<file path="src/dif_pkg.sv">
// Shared types and constants for the 1D explicit diffusion block.
// No dependencies.
package dif_pkg;
   localparam int CELL_COUNT_DEFAULT = 64;
   localparam int LEVEL_W = 18;
   localparam int COUNT_W = 21;
   localparam logic [31:0] INV_DX_RESET = 32'd65536;

   localparam logic [0:0] CSR_BOUNDARY = 1'b0;
   localparam logic [0:0] CSR_INV_DX   = 1'b1;

   typedef enum logic [3:0] {
      ST_IDLE, ST_GAIN, ST_GAIN_SAT, ST_DIV, ST_POP_ADD,
      ST_RD, ST_LAP, ST_MUL, ST_WR, ST_CNT, ST_CNT2, ST_OUT
   } state_type;

   typedef struct packed {
      logic load;      // capture request beat
      logic gain;      // dt * inv_dx multiply
      logic gain_sat;
      logic div_step;  // one quotient bit
      logic pop_add;
      logic rd;        // read cell at index
      logic lap;
      logic mul;
      logic wr;        // write updated cell, advance index unless last
      logic cnt;
      logic cnt2;
   } cmd_type;

   typedef struct packed {
      logic mode;
      logic div_done;
      logic last_cell;
   } sts_type;
endpackage

</file>
<file path="src/dif_ctrl.sv">
// Sequencer of the diffusion block: walks divider, gain and per-cell passes.
// Depends on dif_pkg.
module dif_ctrl (
   input  logic             clock,
   input  logic             reset,
   input  logic             req_tvalid,
   output logic             req_tready,
   output logic             rsp_tvalid,
   input  logic             rsp_tready,
   input  dif_pkg::sts_type sts,
   output dif_pkg::cmd_type cmd
);
   import dif_pkg::*;

   state_type state_ff, state_in;
   logic      rv_ff, rv_in;

   always_ff @(posedge clock) begin
      if (reset) begin
         state_ff <= ST_IDLE;
         rv_ff    <= 1'b0;
      end else begin
         state_ff <= state_in;
         rv_ff    <= rv_in;
      end
   end

   assign rsp_tvalid = rv_ff;
   assign req_tready = (state_ff == ST_IDLE) && !rv_ff;

   always_comb begin
      state_in = state_ff;
      cmd      = '0;
      rv_in    = rv_ff && !rsp_tready;
      unique case (state_ff)
         ST_IDLE: if (req_tvalid && req_tready) begin
            cmd.load = 1'b1;
            state_in = ST_GAIN;
         end
         ST_GAIN: if (sts.mode) begin
            cmd.gain = 1'b1; state_in = ST_GAIN_SAT;
         end else state_in = ST_DIV;
         ST_GAIN_SAT: begin cmd.gain_sat = 1'b1; state_in = ST_RD; end
         ST_DIV: if (sts.div_done) state_in = ST_POP_ADD;
                 else cmd.div_step = 1'b1;
         ST_POP_ADD: begin cmd.pop_add = 1'b1; state_in = ST_CNT; end
         ST_RD:  begin cmd.rd = 1'b1; state_in = ST_LAP; end
         ST_LAP: begin cmd.lap = 1'b1; state_in = ST_MUL; end
         ST_MUL: begin cmd.mul = 1'b1; state_in = ST_WR; end
         ST_WR: begin
            cmd.wr   = 1'b1;
            state_in = sts.last_cell ? ST_CNT : ST_RD;
         end
         ST_CNT:  begin cmd.cnt = 1'b1; state_in = ST_CNT2; end
         ST_CNT2: begin cmd.cnt2 = 1'b1; state_in = ST_OUT; end
         ST_OUT:  begin rv_in = 1'b1; state_in = ST_IDLE; end
         default: state_in = ST_IDLE;
      endcase
   end

   a_one_cmd: assert property (@(posedge clock) disable iff (reset)
      $onehot0(cmd)) else $error("multiple datapath commands");
   a_load_idle: assert property (@(posedge clock) disable iff (reset)
      cmd.load |-> !rv_ff) else $error("load with pending result");
   a_out_valid: assert property (@(posedge clock) disable iff (reset)
      state_ff == ST_OUT |=> rsp_tvalid) else $error("result not raised");
endmodule
</file>
<file path="config.mk">
export PLATFORM = sky130hd
export DESIGN_NAME = dif_ctrl
export DESIGN_NICKNAME = d
export VERILOG_FILES = /design/src/dif_pkg.sv /design/src/dif_ctrl.sv
export SDC_FILE = /design/constraint.sdc
export NUM_CORES = 1
export LEC_CHECK = 0
export ABC_AREA = 1
export BUFFER_PORTS_ARGS = -buffer_cell sky130_fd_sc_hd__buf_2
export CAP_MARGIN = 0
export CELL_PAD_IN_SITES_DETAIL_PLACEMENT = 1
export CELL_PAD_IN_SITES_GLOBAL_PLACEMENT = 2
export CORE_ASPECT_RATIO = 0.7
export CORE_MARGIN = 4
export CORE_UTILIZATION = 17
export CTS_CLUSTER_DIAMETER = 40
export DETAILED_ROUTE_END_ITERATION = 16
export GPL_ROUTABILITY_DRIVEN = 0
export GPL_TIMING_DRIVEN = 1
export PLACE_DENSITY_LB_ADDON = 0.05
export SLEW_MARGIN = 30
export SYNTH_ARGS = -nofsm -noshare
export SYNTH_HDL_FRONTEND = slang
export SYNTH_SLANG_ARGS = --single-unit
</file>
<file path="constraint.sdc">
create_clock -name clock -period 1 [get_ports clock]
set_input_delay 0.2 -clock clock [delete_from_list [all_inputs] [get_ports clock]]
set_output_delay 0.2 -clock clock [all_outputs]
set_load 0.05 [all_outputs]
</file>
==> flow_summary_export.csv, run 1 <==
group,metric,value,unit
floorplanning,ioPinCount,20,
detailed_routing,wl_met1,812,um
cts,clk_pin_slew_worst_paths,0.05,ns
logic_synthesis,yosys.area_share.adder,0,
timing,fin_skew,0.00212,ns
placed_design,place_area,686,um^2
cts,cts-root-buf,"clkbuf_4",
logic_synthesis,avgSynthCellArea,5.54,um^2
cts,cts_buffer_depth,2,
timing,period_needed,1.38,ns
logic_synthesis,synth-compound-area-share,0.0565,
logic_synthesis,ys_types,13,
run_status,violations,"setup timing",
detailed_routing,wl_met3,74,um
detailed_routing,totalWireLength,1580,um
logic_synthesis,synth_area,377,um^2
logic_synthesis,syn_inst,68,
timing,finalCritPeriodShare,1.38,
floorplanning,fp.coreArea,1970,um^2
setup_path,cp_data_arrival_time,1.18,ns
min_path,worstHoldPathType,"input pin to flip-flop",
finish,drive_gt1_frac,0.673,
logic_synthesis,synthXorXnorAreaFrac,0,
timing,max_slew_margin,0.879,
timing,rsz0062_at_grt,"yes",
detailed_routing,final_antenna_net_count,0,
setup_path,crit_start,"state_ff[1]",
logic_synthesis,synth_top_family_by_area,"simple AND/OR/NAND/NOR gates",
global_route,grt_max_degree,6,
timing,tightest_slew,0.181,ns
finish,antennaDiodeCount,0,
detailed_routing,drtIter0Drc,23,
cts,clkSinkCount,5,
floorplanning,core.rowCount,13,
floorplanning,die_area,3040,um^2
logic_synthesis,yosys.area_share.simple,0.508,
logic_synthesis,synth-seq-cells,5,
setup_path,end_kind,"primary output",
flow_run,drv_cap,0,
timing,timing.setup.tns,-4.58,ns
cts,cts_tree,"yes",
detailed_routing,top_layer,"met3",
detailed_routing,vias_per_cell,4.04,
setup_path,critPathKind,"flip-flop to primary output",
finish,areaGrowthSynthToFinish,150,%
cts,insertion_delay,0.25,ns
run_status,status,"finished with violations",
min_path,min-delay-start,"reset",
pwr,total_leakage_power,0.411,nW
floorplanning,initial_core_util,0.191,
global_route,grtUsageTotal,0.117,
pwr,irDropWorstVdd,0.645,mV
logic_synthesis,synthMuxAreaShare,0,
finish,fill_cells,245,
floorplanning,dieWidth,64.3,um
timing,worst_slack,-0.377,ns
detailed_routing,dr_wl_met2,697,um
logic_synthesis,syn_nets,75,
setup_path,path_max_fanout,5,
timing,max_clock_freq,726,MHz
floorplanning,die_h,47.4,um
finish,finalInstanceArea,942,um^2
finish,final_util,0.479,
logic_synthesis,yosysSeqAreaShare,0.266,
setup_path,start_kind,"flip-flop",
placed_design,dpl_worst_slack,-0.280,ns
timing,report.final.slew_viol_count,0,
cts,cts.htree.levels,1,
logic_synthesis,yosys_warnings,0,
cts,cts_buffers,3,
global_route,grt_first_pass_wirelength,2570,um
placed_design,hpwl,1260,um
global_route,grt_pass1_vias,567,
placed_design,io_buffers,19,
detailed_routing,wl_per_cell,11.8,um
global_route,overflow,0,
timing,setup_viol,16,
setup_path,r2r-start,"state_ff[1]",
global_route,antenna_found_initial,0,
timing,final-hold-violation-count,0,
detailed_routing,num_vias,542,
cts,cts_hold_buf,0,
pwr,powerDensity,2090,nW/um^2
pwr,totalPowerFinal,1.97,mW
detailed_routing,route.detailed.drc,0,
finish,layout.nets,112,
detailed_routing,firstDrtPassIters,4,
setup_path,cp.required,0.80,ns
[worst max-delay path: stages, from the launching register on]
cell and delay, ns:
dfxtp_4 0.39, buf_4 0.12, nand2_1 0.11, nor2_4 0.16, buf_8 0.15
[cells by family after synthesis]
| family | count (synthesis) |
|---|---|
| buf+inv | 17 |
| simple gates | 42 |
| compound gates | 4 |
| flops | 5 |
[cells in the final DEF (no fill, tap or decap), drive strengths merged]
cell	synthesis	routed
inv	17	15
a21oi	3	3
nand2	16	16
nand3	3	3
and2	1	1
buf	0	32
nor2	17	17
dfxtp	5	5
clkinvlp	0	2
nor3	3	3
nand4	2	2
o22ai	1	1
clkbuf	0	4
[cells in the mapped netlist, drive strengths merged]
library cell,n,share of area
nand3,3,0.040
dfxtp,5,0.27
nand4,2,0.033
and2,1,0.017
o22ai,1,0.017
inv,17,0.17
nand2,16,0.17
nor3,3,0.070
nor2,17,0.18
a21oi,3,0.040
[per-stage QoR]
stage	std cells	hold WS [ns]
after CTS	133	0.123
after floorplan	68	0.262
after global routing	134	0.132
final	134	0.129
after detailed placement	128	0.389
after global placement	128	0.388
[layout make-up]
type / count / area [um^2] / share of cell area
clock buffers: 4 / 26.3 / 0.0279
inverters: 17 / 83.8 / 0.0890
multi-input cells: 46 / 357 / 0.378
flip-flops and latches: 5 / 119 / 0.126
well taps: 30 / 37.5 / 0.0398
repair buffers: 32 / 319 / 0.339
[path summary, 6_finish.rpt]
| kind | endpoint | slack [ns] | cells past startpoint |
|---|---|---|---|
| min reg2reg | state_ff[0] | 0.67 | 5 |
| max reg2reg | state_ff[0] | -0.16 | 6 |
| min | state_ff[2] | 0.13 | 2 |
| max | cmd[0] | -0.38 | 4 |
[where the power goes]
part	total, mW	internal [mW]	switching [mW]
logic	1.38	0.562	0.816
registers	0.350	0.255	0.0953
clock network	0.244	0.151	0.0922
total	1.97	0.969	1.00
[flip-flops by register name, summed over array words and instances (netlist names)]
register    count
rsp_tvalid      1
state_ff        4
[per-layer routing]
layer / track usage / vias to the layer above
met5: 0 / -
met4: 0.0252 / 0
met3: 0.0478 / 0
met2: 0.180 / 14
met1: 0.154 / 249
li1: - / 279
[repair_timing]
item / in CTS / in global routing
setup buffers: 2 / 1
setup endpoints to repair: 18 / 18
resized for setup: 56 / 10
cloned: 0 / 0
pin swaps: 10 / 7
No activity file was read; power rests on OpenSTA's default activity.
==> run 2, diff against run 1 <==
Settings changed: BUFFER_PORTS_ARGS -buffer_cell sky130_fd_sc_hd__buf_2 to -buffer_cell sky130_fd_sc_hd__buf_4.
==> flow_summary_export.csv, run 2 (same netlist as run 1, synthesis figures left out) <==
group,metric,value,unit
run_status,status,"finished with violations",
run_status,violations,"setup timing",
pwr,irDropWorstVdd,0.773,mV
global_route,grt_first_pass_wirelength,2610,um
timing,setup_viol,16,
setup_path,cp_num_cells,4,
timing,rsz0062_at_grt,"yes",
timing,whs,0.112,ns
setup_path,start_kind,"flip-flop",
placed_design,dpl_worst_slack,-0.259,ns
floorplanning,ioPinCount,20,
min_path,worstHoldPathType,"input pin to flip-flop",
setup_path,cp_data_arrival_time,1.19,ns
global_route,grt_max_degree,6,
timing,report.final.slew_viol_count,0,
flow_run,drv_cap,0,
detailed_routing,vias_per_cell,4.06,
setup_path,critical-path-slowest-cell,"dfxtp_4",
pwr,total_leakage_power,0.448,nW
global_route,grt_pass1_vias,573,
global_route,antenna_found_initial,0,
timing,worst_slack,-0.390,ns
finish,drive_gt1_frac,0.682,
floorplanning,die_h,47.4,um
setup_path,worstPathCellList,"nor2_4, nand2_4, nor3_4, buf_6",
setup_path,critPathKind,"flip-flop to primary output",
placed_design,hpwl,1360,um
floorplanning,dieWidth,64.3,um
cts,cts_tree,"yes",
min_path,hold-path-endpoint,"state_ff[1]",
placed_design,io_buffers,19,
floorplanning,die_area,3040,um^2
global_route,grtUsageTotal,0.122,
finish,top_register,"state_ff",
setup_path,cp.required,0.80,ns
timing,finalCritPeriodShare,1.39,
setup_path,cpPeakStageDelay,0.36,ns
floorplanning,core.rowCount,13,
min_path,min-delay-start,"reset",
timing,period_needed,1.39,ns
detailed_routing,firstDrtPassIters,4,
timing,max_slew_margin,0.845,
detailed_routing,wl_per_cell,12.6,um
min_path,min_path_cells,2,
detailed_routing,drtIter0Drc,8,
detailed_routing,route.detailed.drc,0,
timing,max_clock_freq,720,MHz
setup_path,reg2reg_depth,6,
cts,clkSinkCount,5,
detailed_routing,num_vias,568,
detailed_routing,totalWireLength,1770,um
setup_path,end_kind,"primary output",
finish,largest_reg_flops,4,
timing,fin_skew,0.00165,ns
timing,final-hold-violation-count,0,
cts,clk_pin_slew_worst_paths,0.05,ns
global_route,overflow,0,
setup_path,rrSetupSlack,-0.24,ns
floorplanning,initial_core_util,0.191,
finish,final_util,0.508,
finish,layout.nets,118,
detailed_routing,final_antenna_net_count,0,
timing,tightest_slew,0.233,ns
setup_path,critPathBufInv,1,
setup_path,critical-path-top-delay-family,"simple AND/OR/NAND/NOR gates",
setup_path,rr_endpoint,"state_ff[0]",
floorplanning,fp.coreArea,1970,um^2
cts,cts_buffers,3,
setup_path,path_max_fanout,4,
finish,areaGrowthSynthToFinish,165,%
cts,insertion_delay,0.25,ns
cts,cts_buffer_depth,2,
pwr,powerDensity,2050,nW/um^2
finish,mostFrequentLayoutCells,"buf_4, nor2_4, inv_1",
cts,cts_hold_buf,0,
setup_path,r2r-start,"state_ff[1]",
cts,cts.htree.levels,1,
finish,final_common_cell,"buf_4",
cts,cts-root-buf,"clkbuf_4",
finish,antennaDiodeCount,0,
-- run 2: worst max path at each step --
| stage | from | end | slack, ns |
|---|---|---|---|
| after floorplan | state_ff[2] | state_ff[2] | -0.31 |
| after global routing | state_ff[0] | cmd[10] | -0.46 |
| after global placement | state_ff[1] | state_ff[0] | -0.26 |
| final | state_ff[0] | cmd[10] | -0.39 |
| after detailed placement | state_ff[0] | state_ff[0] | -0.26 |
| after CTS | state_ff[1] | cmd[8] | -0.40 |
-- run 2: final cells by class --
cell class | instances | area [um^2]
inverter | 17 | 86.3
multi-input combinational | 46 | 355
fill | 241 | 968
clock buffer | 4 | 26.3
sequential | 5 | 119
timing repair buffer | 38 | 375
tap | 30 | 37.5
-- run 2: report_power, final --
part           leakage (nW)  switching, mW  internal, mW  total [mW]
Combinational         0.389          0.840         0.608        1.45
Clock                0.0150         0.0950         0.152       0.247
Sequential           0.0445         0.0956         0.255       0.351
Total                 0.448           1.03          1.02        2.05
-- run 2: stage by stage --
step / cell area, um^2 / setup TNS (ns) / cells / total power [mW]
floorplan: 470 / -2.58 / 68 / 1.03
global placement: 733 / -2.76 / 128 / 1.39
global route: 1000 / -6.19 / 140 / 2.20
CTS: 893 / -5.11 / 134 / 1.84
detailed placement: 733 / -2.97 / 128 / 1.40
finish: 1000 / -4.94 / 140 / 2.05
-- run 2: timing repair --
| item | in CTS | in global routing |
|---|---|---|
| setup endpoints to repair | 18 | 18 |
| setup buffers | 2 | 6 |
| resized for setup | 37 | 16 |
| pin swaps | 6 | 10 |
-- run 2: metal layers --
| layer | vias up | wire length [um] | GRT usage | part of all wire |
|---|---|---|---|---|
| met5 | - | 0 | 0 | 0 |
| met4 | 0 | 0 | 0.0378 | 0 |
| met3 | 0 | 66 | 0.0502 | 0.037 |
| met2 | 16 | 886 | 0.186 | 0.50 |
| met1 | 262 | 816 | 0.159 | 0.46 |
| li1 | 290 | - | - | - |
